<file path="src/rtl/round_robin_tick_scheduler_defines.svh">
// assertion macros for the tick scheduler
`ifndef ROUND_ROBIN_TICK_SCHEDULER_DEFINES_SVH
`define ROUND_ROBIN_TICK_SCHEDULER_DEFINES_SVH
`ifndef SYNTHESIS
`define RRTS_ASSERT_IMP(label, clk, rst_n, ante, cons) \
  label: assert property (@(posedge clk) disable iff (!rst_n) (ante) |-> (cons)) \
    else $error("assertion failed");
`define RRTS_ASSERT_NXT(label, clk, rst_n, ante, cons) \
  label: assert property (@(posedge clk) disable iff (!rst_n) (ante) |=> (cons)) \
    else $error("assertion failed");
`else
`define RRTS_ASSERT_IMP(label, clk, rst_n, ante, cons)
`define RRTS_ASSERT_NXT(label, clk, rst_n, ante, cons)
`endif
`endif

</file>
<file path="src/rtl/rrts_pkg.sv">
package rrts_pkg;

  localparam int OP_BITS = 2;
  localparam logic [OP_BITS-1:0] OP_APPEND = 2'd0;
  localparam logic [OP_BITS-1:0] OP_TICK   = 2'd1;
  localparam logic [OP_BITS-1:0] OP_CLEAR  = 2'd2;

  typedef enum logic [1:0] {
    ST_WAIT  = 2'd0,
    ST_READY = 2'd1,
    ST_RUN   = 2'd2,
    ST_DONE  = 2'd3
  } status_t;

  localparam logic [7:0] QUANTUM_RESET = 8'd2;

  // sequencer states
  typedef enum logic [7:0] {
    S_IDLE  = 8'b0000_0001,
    S_SCAN1 = 8'b0000_0010,
    S_RUN   = 8'b0000_0100,
    S_PICK0 = 8'b0000_1000,
    S_PICK1 = 8'b0001_0000,
    S_APPLY = 8'b0010_0000,
    S_COUNT = 8'b0100_0000,
    S_OUT   = 8'b1000_0000
  } state_t;

endpackage

</file>
<file path="src/rtl/round_robin_tick_scheduler.sv">
// Round-robin tick scheduler over a table of up to ENTRIES process entries. Each input
// beat is an append, a tick, a clear or an unused code, and gives one result beat. The
// result of an append, a clear or an unused code waits for a walk over the table, which
// forms the unfinished count. A tick walks the table with one shared entry port and one
// compare unit: an admission pass, a running-entry pass, two pick passes, an update
// step and a count pass. The block is not ready while a beat is in work or while its
// result waits in the output register. It is ready for the next beat in the cycle after
// that result is taken.
`include "round_robin_tick_scheduler_defines.svh"
module round_robin_tick_scheduler #(
  parameter int ENTRIES   = 16,
  parameter int TIME_BITS = 16
) (
  input  logic        clk,
  input  logic        rst_n,
  input  logic        cfg_valid,
  output logic        cfg_ready,
  input  logic [7:0]  cfg_data,
  input  logic        in_tvalid,
  output logic        in_tready,
  // operation[1:0]
  input  logic [1:0]  in_tuser,
  // pid[7:0], arrive_time[23:8], burst_time[39:24]
  input  logic [39:0] in_tdata,
  output logic        out_tvalid,
  input  logic        out_tready,
  // cpu_busy[0], running_pid[8:1], finish_valid[9], finish_pid[17:10],
  // turnaround[33:18], waiting[49:34], unfinished_count[54:50], table_full[55]
  output logic [55:0] out_tdata
);
  import rrts_pkg::*;

  localparam int IW = (ENTRIES > 1) ? $clog2(ENTRIES) : 1;
  localparam int CW = $clog2(ENTRIES + 1);

  // entry table
  logic [7:0]  pid_m     [ENTRIES];
  logic [15:0] arr_m     [ENTRIES];
  logic [15:0] burst_m   [ENTRIES];
  logic [15:0] work_m    [ENTRIES];
  logic [7:0]  slice_m   [ENTRIES];
  status_t     stat_m    [ENTRIES];
  logic        mark_m    [ENTRIES];

  state_t         state_r, state_nxt;
  logic [CW-1:0]  count_r;
  logic [TIME_BITS-1:0] tick_r;
  logic [7:0]     quantum_r;
  logic [CW-1:0]  idx_r;
  logic           disp_r;
  logic           best_v_r;
  logic [IW-1:0]  best_r;
  logic [15:0]    best_arr_r;
  logic           any0_r;
  logic           busy_r, fin_r, full_r;
  logic [7:0]     run_pid_r, fin_pid_r;
  logic [15:0]    ta_r, wt_r;
  logic [CW-1:0]  unfin_r;
  logic [55:0]    out_data_r;
  logic           out_valid_r;

  logic [IW-1:0] ix;
  logic          at_end;
  assign ix     = idx_r[IW-1:0];
  assign at_end = (idx_r == count_r);

  assign cfg_ready  = 1'b1;
  assign in_tready  = (state_r == S_IDLE) && !out_valid_r;
  assign out_tvalid = out_valid_r;
  assign out_tdata  = out_data_r;

  // finish figures for the entry under the pointer
  logic [TIME_BITS-1:0] diff;
  logic [31:0] diff_w;
  logic [15:0] ta_c;
  assign diff   = tick_r - TIME_BITS'(arr_m[ix]);
  assign diff_w = 32'(diff);
  assign ta_c   = (diff_w > 32'h0000_FFFF) ? 16'hFFFF : diff_w[15:0];

  // sequencer state
  always_comb begin
    state_nxt = state_r;
    unique case (state_r)
      S_IDLE: begin
        if (in_tvalid && in_tready)
          state_nxt = (in_tuser == OP_TICK) ? S_SCAN1 : S_COUNT;
      end
      S_SCAN1: if (at_end) state_nxt = S_RUN;
      S_RUN:   if (at_end || stat_m[ix] == ST_RUN) state_nxt = S_PICK0;
      S_PICK0: if (at_end) state_nxt = S_PICK1;
      S_PICK1: if (at_end) state_nxt = S_APPLY;
      S_APPLY: state_nxt = S_COUNT;
      S_COUNT: if (at_end) state_nxt = S_OUT;
      S_OUT:   state_nxt = S_IDLE;
      default: state_nxt = S_IDLE;
    endcase
  end

  always_ff @(posedge clk) begin
    if (!rst_n) begin
      state_r     <= S_IDLE;
      count_r     <= '0;
      tick_r      <= '0;
      quantum_r   <= QUANTUM_RESET;
      out_valid_r <= 1'b0;
      idx_r       <= '0;
    end else begin
      state_r <= state_nxt;
      if (cfg_valid && cfg_ready) quantum_r <= cfg_data;
      if (out_valid_r && out_tready) out_valid_r <= 1'b0;
      unique case (state_r)
        S_IDLE: begin
          idx_r <= '0;
          if (in_tvalid && in_tready) begin
            disp_r     <= 1'b0;
            busy_r     <= 1'b0;
            fin_r      <= 1'b0;
            full_r     <= 1'b0;
            run_pid_r  <= '0;
            fin_pid_r  <= '0;
            ta_r       <= '0;
            wt_r       <= '0;
            best_v_r   <= 1'b0;
            any0_r     <= 1'b0;
            unfin_r    <= '0;
            // append and clear act at once
            if (in_tuser == OP_APPEND) begin
              if (count_r < CW'(ENTRIES)) begin
                pid_m[count_r[IW-1:0]]   <= in_tdata[7:0];
                arr_m[count_r[IW-1:0]]   <= in_tdata[23:8];
                burst_m[count_r[IW-1:0]] <= in_tdata[39:24];
                work_m[count_r[IW-1:0]]  <= '0;
                slice_m[count_r[IW-1:0]] <= quantum_r;
                stat_m[count_r[IW-1:0]]  <= ST_WAIT;
                mark_m[count_r[IW-1:0]]  <= 1'b0;
                count_r <= count_r + 1'b1;
              end else begin
                full_r <= 1'b1;
              end
            end else if (in_tuser == OP_CLEAR) begin
              count_r <= '0;
              tick_r  <= '0;
            end
          end
        end
        // admission pass
        S_SCAN1: begin
          if (at_end) idx_r <= '0;
          else begin
            if (stat_m[ix] == ST_WAIT && 32'(arr_m[ix]) == 32'(tick_r))
              stat_m[ix] <= ST_READY;
            idx_r <= idx_r + 1'b1;
          end
        end
        // running entry: retire, continue or rotate out
        S_RUN: begin
          if (at_end) idx_r <= '0;
          else if (stat_m[ix] == ST_RUN) begin
            idx_r <= '0;
            if (work_m[ix] >= burst_m[ix]) begin
              stat_m[ix] <= ST_DONE;
              fin_r      <= 1'b1;
              fin_pid_r  <= pid_m[ix];
              ta_r       <= ta_c;
              wt_r       <= (ta_c > burst_m[ix]) ? ta_c - burst_m[ix] : 16'd0;
            end else if (slice_m[ix] != '0) begin
              slice_m[ix] <= slice_m[ix] - 1'b1;
              if (work_m[ix] != 16'hFFFF) work_m[ix] <= work_m[ix] + 1'b1;
              disp_r    <= 1'b1;
              busy_r    <= 1'b1;
              run_pid_r <= pid_m[ix];
            end else begin
              stat_m[ix]  <= ST_READY;
              mark_m[ix]  <= 1'b1;
              slice_m[ix] <= quantum_r;
            end
          end else idx_r <= idx_r + 1'b1;
        end
        // pick among unmarked ready entries
        S_PICK0: begin
          if (at_end) idx_r <= '0;
          else begin
            if (!disp_r && stat_m[ix] == ST_READY && !mark_m[ix] &&
                (!best_v_r || arr_m[ix] < best_arr_r)) begin
              best_v_r   <= 1'b1;
              best_r     <= ix;
              best_arr_r <= arr_m[ix];
              any0_r     <= 1'b1;
            end
            idx_r <= idx_r + 1'b1;
          end
        end
        // fallback pick among marked entries, clearing marks
        S_PICK1: begin
          if (at_end) idx_r <= '0;
          else begin
            if (!disp_r && !any0_r && stat_m[ix] == ST_READY && mark_m[ix]) begin
              mark_m[ix] <= 1'b0;
              if (!best_v_r || arr_m[ix] < best_arr_r) begin
                best_v_r   <= 1'b1;
                best_r     <= ix;
                best_arr_r <= arr_m[ix];
              end
            end
            idx_r <= idx_r + 1'b1;
          end
        end
        S_APPLY: begin
          idx_r <= '0;
          if (!disp_r && best_v_r) begin
            stat_m[best_r] <= ST_RUN;
            if (work_m[best_r] != 16'hFFFF) work_m[best_r] <= work_m[best_r] + 1'b1;
            if (slice_m[best_r] != '0) slice_m[best_r] <= slice_m[best_r] - 1'b1;
            busy_r    <= 1'b1;
            run_pid_r <= pid_m[best_r];
          end
          tick_r <= tick_r + 1'b1;
        end
        S_COUNT: begin
          if (at_end) idx_r <= '0;
          else begin
            if (stat_m[ix] != ST_DONE) unfin_r <= unfin_r + 1'b1;
            idx_r <= idx_r + 1'b1;
          end
        end
        S_OUT: begin
          out_valid_r <= 1'b1;
          out_data_r  <= {full_r, 5'(unfin_r), wt_r, ta_r, fin_pid_r, fin_r,
                          run_pid_r, busy_r};
        end
        default: ;
      endcase
    end
  end

  `RRTS_ASSERT_IMP(a_cnt_bound, clk, rst_n, 1'b1, count_r <= CW'(ENTRIES))
  `RRTS_ASSERT_IMP(a_no_accept_busy, clk, rst_n, state_r != S_IDLE, !in_tready)
  `RRTS_ASSERT_NXT(a_out_follows, clk, rst_n, state_r == S_OUT, out_valid_r)
  `RRTS_ASSERT_IMP(a_unfin_bound, clk, rst_n, state_r == S_OUT, unfin_r <= count_r)

endmodule

</file>
<file path="config.mk">
export PLATFORM = sky130hd
export DESIGN_NAME = round_robin_tick_scheduler
export DESIGN_NICKNAME = d
export VERILOG_FILES = /design/src/rtl/rrts_pkg.sv /design/src/rtl/round_robin_tick_scheduler.sv
export VERILOG_INCLUDE_DIRS = /design/src /design/src/rtl
export SDC_FILE = /design/constraint.sdc
export NUM_CORES = 1
export LEC_CHECK = 0
export BUFFER_PORTS_ARGS = -buffer_cell sky130_fd_sc_hd__buf_2
export CAP_MARGIN = 20
export CORE_MARGIN = 2
export CORE_UTILIZATION = 30
export DETAILED_ROUTE_END_ITERATION = 10
export SETUP_SLACK_MARGIN = 0.2
export SLEW_MARGIN = 20
export SYNTH_ARGS = -nofsm -noshare
export SYNTH_HDL_FRONTEND = slang
export SYNTH_SLANG_ARGS = --single-unit
</file>
<file path="constraint.sdc">
create_clock -name clk -period 8.3 [get_ports clk]
set_input_delay 0.415 -clock clk [delete_from_list [all_inputs] [get_ports clk]]
set_output_delay 0.415 -clock clk [all_outputs]
set_load 0.01 [all_outputs]
</file>
======== Yosys cells after proc, flatten, opt, wreduce, memory -nomap -nowiden ========
Memory sizes are Yosys's and may differ from the RTL's. A register that Yosys moved wholly into a read port is not among the register bits.
Index checks and enable logic that the tools add are counted.
word-level totals
  register bits after elaboration ......... 178
  bits in writable memories ............... 1072
  logic and storage cells ................. 317
  memories ................................ 7
memories
  memory       depth  bits a word  read ports  clocked after memory_dff  wr ports  line                              source
  arr_m        16     16           1           1                         1         round_robin_tick_scheduler.sv:38  logic [15:0] arr_m [ENTRIES];
  burst_m      16     16           1           1                         1         round_robin_tick_scheduler.sv:39  logic [15:0] burst_m [ENTRIES];
  work_m       16     16           2           2                         1         round_robin_tick_scheduler.sv:40  logic [15:0] work_m [ENTRIES];
  pid_m        16     8            2           2                         1         round_robin_tick_scheduler.sv:37  logic [7:0] pid_m [ENTRIES];
  slice_m      16     8            2           2                         1         round_robin_tick_scheduler.sv:41  logic [7:0] slice_m [ENTRIES];
  stat_m       16     2            1           1                         1         round_robin_tick_scheduler.sv:42  status_t stat_m [ENTRIES];
  +1 memories  n/a    n/a          n/a         n/a                       n/a       n/a
cells by class
  add/subtract/negate cells ............... 10
  magnitude comparators ................... 5
  equal/unequal tests ..................... 39
  mux-type cells .......................... 179
  bitwise operators ....................... 4
  reduce and logical (&&, ||, !) cells .... 53
operator list
  cell                     count
  $mux W16                 19
  $mux W8                  18
  $pmux W16 S2             4
  $mux W4                  29
  $mux W1                  84
  $pmux W8 S7              1
  $add A16 B1 Y16 const B  3
  $mux W5                  9
  $ne A2 B2 Y1 const B     20
  $ne A16 B16 Y1 const B   2
  $reduce_or A16 Y1        2
  $sub A16 B16 Y16         2
  $pmux W8 S3              1
  $eq A16 B16 Y1           1
  $ge A16 B16 Y1           1
  $gt A16 B16 Y1           1
  $gt A16 B16 Y1 const B   1
  $lt A16 B16 Y1           1
  $pmux W8 S2              1
  $reduce_and A8 Y1        2
  $reduce_bool A8 Y1       2
  $reduce_or A8 Y1         2
  $sub A8 B1 Y8 const B    2
  $add A5 B1 Y5 const B    3
  36 further kinds         79

======== Longest topological paths before layout ========
Gate-level depths: netlist of run 1.
  depth after elaboration ................. 12
  depth in mapped cells ................... 30
  depth with buffers taken out ............ 21

======== Worst setup path before layout of run 1 ========
OpenSTA, ideal clock, no wires.
  path kind ............................... register to register
  start ................................... reg (tool-made name)
  end ..................................... mem work_m[3][0] (enable)
  setup time .............................. 0.436 ns
  data arrival time ....................... 6.849 ns
  required time ........................... 7.864 ns
  slack ................................... 1.014 ns
  stages on the path, launching flop included .. 20
  buffers on the path ..................... 8
  period minus slack after synthesis ...... 7.286 ns
  cell sequence ........................... dfxtp_1 buf_6 buf_8 buf_12 buf_12 buf_4 clkbuf_1 buf_1 mux4_2 mux4_2 inv_1 ha_1 o21ai_0 a2111oi_0 a211oi_4 o311ai_4 buf_6 o22a_4 nand2_2 nor4b_1
RTL lines
  element    line
  to (decl)  round_robin_tick_scheduler.sv:40

==> summary.md, run 1 <==
| Metric | Value |
|---|---|
| Worst min-delay path category | primary input to flip-flop |
| Initial antenna violation count | 5 |
| RSZ-0062 raised after global routing | no |
| Number of buffers created by CTS | 131 |
| Post-route cell area | 64800 sq um |
| Tcrit/Tclk final | between 80% and 90% |
| IO buf count | between 100 and 150 |
| Largest net degree at the start of global routing | 81 |
| Setup Crit Path Kind | flip-flop to flip-flop |
| Row count | between 150 and 200 |
| CTS Sinks | between 1000 and 1500 |
| Final cell count without fillers | around 5800 |
| CP Data Required Time | ~8.8 ns |
| DP Wirelength | 91800 um |
| Post-synth top flop | edfxtp_1 |
| Peak fanout along the critical path | slightly below 70 |
| Io pins | ~110 |
| CTS Root Cell | clkbuf_16 |
| Slew at the pin with the worst max-slew slack | between 1 and 1.5 ns |
| Clock slew at reported path FFs | roughly 0.060 ns |
| Final hold violation count | 0 |
| Skew final | roughly 0.046 ns |
| Gr ovfl total | 0 |
| Worst setup margin | approximately 1.6 ns |
| Initial core utilization | 30.2% |
| Status | complete, no violations |
| Sequential fraction of the synthesis area | 66.7% |
| Area Overhead vs Synth | 16.0% |
| DRT antenna net count | 0 |
| DIE WIDTH | 436 um |
| Unique masters post-synth | 95 |
| First-pass GRT wire length | 216000 um |
| CTS tree | done |
| Slew headroom | a little over a fifth |
| CTS resizes | 0 |
| Dpl ws | approximately 1.6 ns |
| CTS Hold Bufs | 50 |
| Startpoint types | flip-flop |
| GP Congestion | roughly 0.84 |
| Fin Setup TNS | 0 ns |
| CP arrival | just over 7 ns |
| Syn Nets | approximately 3100 |
| DR iter-0 viols | between 3000 and 4000 |
| Total Routed Length | ~150000 um |
| GRT Total Usage | between 10% and 20% |
| Syn Inst Count | 2979 |
| Async S/R FF share, synth | 0% |
| Syn_area_per_cell | between 15 and 20 sq um |
| Vias in the first global route | 30700 |
| Worst-Skew Late Latency | between 0.7 and 0.8 ns |
| Pwr Density | between 200 and 250 nW/um^2 |
| Die Y | between 400 and 500 um |
| Leakage power figure | 20.7 nW |
| CTS H-tree depth | 4 |
| Max Cap Viol | 0 |
| Vias | just over 30000 |
| Cells after DPL | between 5000 and 6000 |
| Final setup fails | 0 |
| Remaining DRCs | 0 |
| Layout Nets | around 3400 |
| Flops & latches, synth | between 1000 and 1500 |
| Post-CTS setup repair buffer count | 0 |
| Clock tree buffer depth | 3 |
| Die area | 190000 sq um |
| Placed inst area | about 60000 sq um |
| Worst vdd ir | 0.000178 V |
| Core area | roughly 190000 sq um |
| Number of flops mapped to enable cells by yosys | ~1200 |
| First drt pass iteration count | 5 |
| FILL cells | between 15000 and 20000 |
| Via density | 5.20 |
| Synthesized cell area | 55900 sq um |
| Tmin final | approximately 6.7 ns |
| Max Freq | approximately 150 MHz |
| Layout cell share with drive strength beyond 1 | about 29% |
| Crit end category | flip-flop |
| Avg WL per Cell | approximately 25 um |
| Max Slew Vio Count | 0 |
| Ys Warns | 0 |
placed cells by master, fill, tap and decap left out, types with 24 or more instances in the layout:
master / netlist / layout
ha_1: 74 / 74
edfxtp_1: 1207 / 1207
buf_4: 11 / 94
inv_1: 107 / 107
buf_2: 28 / 112
a21oi_1: 52 / 49
mux4_2: 456 / 456
nor4_1: 38 / 24
nor2b_1: 38 / 37
clkbuf_1: 72 / 30
nand3_1: 27 / 27
dfxtp_1: 51 / 43
xor2_1: 35 / 35
o21ai_0: 35 / 35
xnor2_1: 42 / 42
and2_1: 27 / 27
nand2_1: 90 / 90
nor3_1: 73 / 65
nor2_1: 124 / 120
a22oi_1: 30 / 30
mux2i_1: 44 / 42
nand4_1: 24 / 24
dlygate4sd3_1: 0 / 50
clkbuf_16: 0 / 135
registers in the layout (all words and copies together) (netlist names), 16 cells and up, named ones only:
name / cells
tick_r: 16
slice_m: 128
burst_m: 256
arr_m: 256
pid_m: 128
best_arr_r: 16
work_m: 256
stat_m: 32
ta_r: 16
out_tdata: 56
wt_r: 16
mark_m: 16
report_power, final:
| part | switching, mW | leakage (nW) | internal (mW) |
|---|---|---|---|
| combinational | 0.443 | 6.71 | 0.201 |
| sequential | 0.0619 | 11.8 | 7.08 |
| clock | 2.48 | 2.11 | 3.51 |
| total | 2.99 | 20.7 | 10.8 |
cell families (layout without fill, tap and decap cells):
group | count (synthesis) | after routing | share of synthesized area (%)
muxes | 511 | 511 | 19.6
and+or+nand+nor | 522 | 522 | 4.90
other | 1 | 4 | 0.00671
AOI/OAI and AO/OA | 275 | 275 | 3.64
buffers and inverters | 259 | 606 | 2.23
adders and majority gates | 76 | 76 | 1.73
DFF | 1258 | 1258 | 66.7
xor gates and xnor gates | 77 | 77 | 1.21
worst paths after layout:
| path | start | endpoint | slack [ns] | cells after the start |
|---|---|---|---|---|
| worst min-delay path | cfg_valid | quantum_r[1] | 0.08 | 3 |
| worst min register to register | wt_r[6] | out_tdata[40] | 0.42 | 0 |
| worst max register to register | flip-flop | work_m[2][4] | 1.60 | 15 |
| worst max-delay path | flip-flop | work_m[2][4] | 1.60 | 15 |
worst max-delay path, stage by stage, from the launching register on:
cell and delay [ns]:
dfxtp_4 0.51, buf_12 0.48, mux4_2 0.59, mux4_2 0.52
inv_1 0.15, ha_1 0.24, nand2b_1 0.14, a21o_1 0.19
a211oi_1 0.33, o21ai_0 0.27, a211oi_4 0.49, o311ai_4 0.16
buf_4 0.28, o221ai_2 0.70, nor4bb_4 0.87, buf_4 0.32
metal layers:
metal	track usage, %	vias up	part of all wire, %
met5	0	-	0.0088
met4	4.88	2	2.6
met3	2.44	220	5.7
met2	26.2	1091	50
met1	20.2	16100	41
li1	-	12800	-
synth_stat cells (42+ instances only):
library cell,n,area (sq um)
nand2_1,90,338
a21oi_1,52,260
nor2_1,124,465
clkbuf_1,72,270
mux2i_1,44,440
dfxtp_1,51,1020
nor3_1,73,365
edfxtp_1,1207,36200
ha_1,74,926
inv_1,107,402
mux4_2,456,10300
xnor2_1,42,368
stage by stage:
stage / power, mW / hold slack, ns / utilization [%]
after floorplan: 7.62 / 0.400 / -
after global placement: 7.90 / 0.403 / 32.3
after detailed placement: 7.91 / 0.405 / 32.3
after CTS: 13.9 / 0.0197 / 35.0
after global routing: 14.2 / 0.0713 / 35.0
final: 13.8 / 0.0805 / 35.0
layout make-up:
type | count | area, sq um | share of cell area [%]
Clock inverter | 67 | 897 | 1.38
Inverter | 108 | 405 | 0.626
Multi-Input combinational cell | 1462 | 17600 | 27.2
Timing Repair Buffer | 266 | 1970 | 3.03
Tap cell | 2480 | 3100 | 4.79
Sequential cell | 1258 | 37300 | 57.5
Antenna cell | 3 | 7.51 | 0.0116
Clock buffer | 165 | 3490 | 5.39
Note: power is estimated with default switching activity, not from simulation.
==> inputs of run 2 (changes only) <==
--- a/config.mk
+++ b/config.mk
@@ -6,6 +6,7 @@
 export SDC_FILE = /design/constraint.sdc
 export NUM_CORES = 1
 export LEC_CHECK = 0
+export ABC_AREA = 1
 export BUFFER_PORTS_ARGS = -buffer_cell sky130_fd_sc_hd__buf_2
 export CAP_MARGIN = 20
 export CORE_MARGIN = 2
==> constraint.sdc (replaced) <==
create_clock -name clk -period 5.8 [get_ports clk]
set_input_delay 0.29 -clock clk [delete_from_list [all_inputs] [get_ports clk]]
set_output_delay 0.29 -clock clk [all_outputs]
set_load 0.01 [all_outputs]
==> run 2 against run 1 <==
Synthesized cell count grew 81%. Cell count grew 40%. Final area rose by 2.9%. Sequential share of layout area decreased by 1.6 points. Utilization fell by 0.37 points. Maximum frequency up 22%. Non-clock buffer count rose by 76. Wire length rose by 23%. Register-to-register slack worse by 1.3 ns. Critical endpoint is now work_m[6][11].
==> summary.md, run 2 <==
| Metric | Value |
|---|---|
| Status | complete, no violations (unchanged) |
| Via density | 5.35 (was 5.20) |
| Area leader, netlist | edfxtp_1 (unchanged) |
| Worst setup margin | 0.319 ns (was 1.60 ns) |
| Final setup fails | 0 (unchanged) |
| CTS tree | done (unchanged) |
| Layout cell share with drive strength beyond 1 | 10.5% (was 28.6%) |
| DP Wirelength | 109000 um (was 91800 um) |
| CP Data Required Time | 6.28 ns (was 8.75 ns) |
| Clock slew at reported path FFs | 0.06 ns (about the same) |
| CTS Root Cell | clkbuf_16 (unchanged) |
| Peak fanout along the critical path | 90 (was 69) |
| Number of flops mapped to enable cells by yosys | 1207 (unchanged) |
| Top cells by count, synth | edfxtp_1 (1207), o21ai_0 (747), nor2_1 (601) (was edfxtp_1 (1207), mux4_2 (456), nor2_1 (124)) |
| Overall Power | 20.6 mW (was 13.8 mW) |
| Slew at the pin with the worst max-slew slack | 1.42 ns (was 1.18 ns) |
| Top post-synthesis cells by area | edfxtp_1 (62%), o21ai_0 (6.4%), nor2_1 (3.9%) (was edfxtp_1 (65%), mux4_2 (18%), dfxtp_1 (1.8%)) |
| Flops & latches, synth | 1258 (unchanged) |
| Clock tree buffer depth | 3 (unchanged) |
| Tcrit/Tclk final | 94.5% (was 80.7%) |
| Post-synth top flop | edfxtp_1 (unchanged) |
| Gr ovfl total | 0 (unchanged) |
| Ys Warns | 0 (unchanged) |
| Io pins | 114 (unchanged) |
| Synthesized cell area | 58100 sq um (was 55900 sq um) |
| Placed inst area | 61700 sq um (was 59900 sq um) |
| Hold_sp | in_tvalid (was cfg_valid) |
| Post-route cell area | 66700 sq um (was 64800 sq um) |
| Crit end category | flip-flop (unchanged) |
| RSZ-0062 raised after global routing | yes (was no) |
| Worst-Skew Late Latency | 0.79 ns (about the same) |
| Syn Inst Count | 5387 (was 2979) |
| Final hold violation count | 0 (unchanged) |
| Syn_area_per_cell | 10.8 sq um (was 18.8 sq um) |
| Max Cap Viol | 0 (unchanged) |
| Tmin final | 5.48 ns (was 6.70 ns) |
| Die Y | 444 um (was 436 um) |
| GP Congestion | 0.943 (was 0.840) |
| Final cell count without fillers | 8148 (was 5809) |
| Fin Setup TNS | 0 ns (unchanged) |
| Most frequent CP cell | nand2_1 |
| CTS Sinks | 1258 (unchanged) |
| Syn Nets | 5518 (was 3110) |
| Sequential fraction of the synthesis area | 64.1% (was 66.7%) |
| Row count | 161 (was 158) |
| DIE WIDTH | 444 um (was 436 um) |
| Die area | 197000 sq um (was 190000 sq um) |
| Worst min-delay path category | primary input to flip-flop (unchanged) |
| Max Freq | 182 MHz (was 149 MHz) |
| Most frequent cells in the layout | edfxtp_1 (1207), o21ai_0 (745), nand2_1 (587) (was edfxtp_1 (1207), mux4_2 (456), clkbuf_16 (135)) |
| Area Overhead vs Synth | 14.7% (was 16.0%) |
| DRT antenna net count | 0 (unchanged) |
| Worst vdd ir | 0.000290 V (was 0.000178 V) |
| Unique masters post-synth | 59 (was 95) |
| First-pass GRT wire length | 266000 um (was 216000 um) |
| CP arrival | 5.96 ns (was 7.15 ns) |
| Total Routed Length | 181000 um (was 148000 um) |
| GRT Total Usage | 17.8% (was 15.4%) |
| Slew headroom | 5.57% (was 21.4%) |
| Largest net degree at the start of global routing | 190 (was 81) |
| Initial antenna violation count | 20 (was 5) |
| Vias | 43600 (was 30200) |
| DR iter-0 viols | 5588 (was 3191) |
| Commonest non-fill, non-tap cell in the layout | edfxtp_1 (unchanged) |
| Cells after DPL | 7838 (was 5524) |
| First drt pass iteration count | 6 (was 5) |
| Number of buffers created by CTS | 130 (was 131) |
| IO buf count | 112 (unchanged) |
| Yosys top cell area share | 62.4% (was 64.9%) |
| Initial core utilization | 30.2% (about the same) |
| CTS H-tree depth | 4 (unchanged) |
| Max Slew Vio Count | 0 (unchanged) |
| Pwr Density | 308 nW/um^2 (was 213 nW/um^2) |
| Remaining DRCs | 0 (unchanged) |
| Vias in the first global route | 41400 (was 30700) |
| Startpoint types | flip-flop (unchanged) |
| Layout Nets | 5649 (was 3358) |
| Skew final | 0.0320 ns (was 0.0464 ns) |
| Core area | 193000 sq um (was 185000 sq um) |
| Max incr delay on CP | 0.52 ns (was 0.87 ns) |
| Setup Crit Path Kind | flip-flop to flip-flop (unchanged) |
| Async S/R FF share, synth | 0% (unchanged) |
| Slowest stage cell on the critical path | dfxtp_4 (was nor4bb_4) |
| Most numerous cell in the Yosys netlist | edfxtp_1 (unchanged) |
| Avg WL per Cell | 22.3 um (was 25.5 um) |
| Dpl ws | 0.196 ns (was 1.62 ns) |
| Leakage power figure | 23.0 nW (was 20.7 nW) |
[run 2: cell count changes after synthesis, sizes merged, moves of 44 or more]
cell and delta:
a21oi +279, buf +114, clkbuf +78, inv +329, mux4 -462, nand2 +510
nand3 +332, nor2 +489, nor3 -44, o211ai +229, o21ai +736, o221ai +96
[run 2: layout make-up]
cell class,count,area (sq um)
timing repair buffer,342,2770
inverter,437,1670
clock buffer,159,3400
tap,2526,3160
sequential,1258,37300
multi-input combinational,3349,17800
antenna,6,15.0
clock inverter,71,608
fill,18900,126000
[run 2: logic make-up (layout without fill, tap and decap cells)]
family / count (synthesis) / after routing / synth area share, %
xor+xnor: 54 / 54 / 0.814
mux: 4 / 4 / 0.0689
other cells: 1 / 7 / 0.00645
simple gates: 1667 / 1667 / 12.1
fa+ha+maj: 76 / 76 / 1.66
buf+inv: 780 / 1009 / 5.86
compound gates: 1547 / 1547 / 15.3
flops: 1258 / 1258 / 64.1
[run 2: repair_timing]
| action | 4_1_cts | 5_1_grt |
|---|---|---|
| hold buffers | 67 | 0 |
| resized for setup | 2 | 24 |
| buffers inserted | 0 | 4 |
| endpoints found under the hold margin | 655 | 0 |
| endpoints found under the setup margin | 3 | 346 |
| gates cloned | 0 | 3 |
[run 2: metrics by stage]
step | utilization (%) | hold WS, ns
final | 34.6 | 0.0856
after global routing | 34.6 | 0.112
after CTS | 34.5 | 0.0409
after detailed placement | 32.1 | 0.405
after global placement | 32.0 | 0.405
after floorplan | - | 0.389
[run 2: worst max-delay path: cells and delay by family (launching register included)]
| kind | cells | cell delay [ns] |
|---|---|---|
| AOI/OAI and AO/OA | 3 | 0.40 |
| DFF | 1 | 0.52 |
| adders and majority gates | 1 | 0.38 |
| buffers and inverters | 5 | 1.11 |
| and+or+nand+nor | 16 | 2.57 |
[run 2: power breakdown]
group | total (mW) | internal (mW) | switching [mW]
Clock | 8.08 | 4.40 | 3.68
Sequential | 10.3 | 10.2 | 0.114
Combinational | 2.16 | 0.597 | 1.56
Total | 20.6 | 15.2 | 5.36
[run 2: worst paths after layout]
check	end	slack, ns	depth (start not counted)
setup reg to reg	work_m[6][11]	0.32	25
setup / recovery	work_m[6][11]	0.32	25
hold / removal	count_r[1]	0.09	5
hold reg to reg	out_tdata[20]	0.42	0
[run 2: metal layers]
metal | wire, um | share of wire [%] | vias up | GRT usage (%)
met1 | 75000 | 41 | 21400 | 23.8
met2 | 84500 | 47 | 2104 | 28.5
met3 | 14700 | 8.1 | 395 | 2.77
met4 | 7280 | 4.0 | 10 | 7.87
li1 | - | - | 19700 | -
met5 | 68 | 0.037 | - | 0
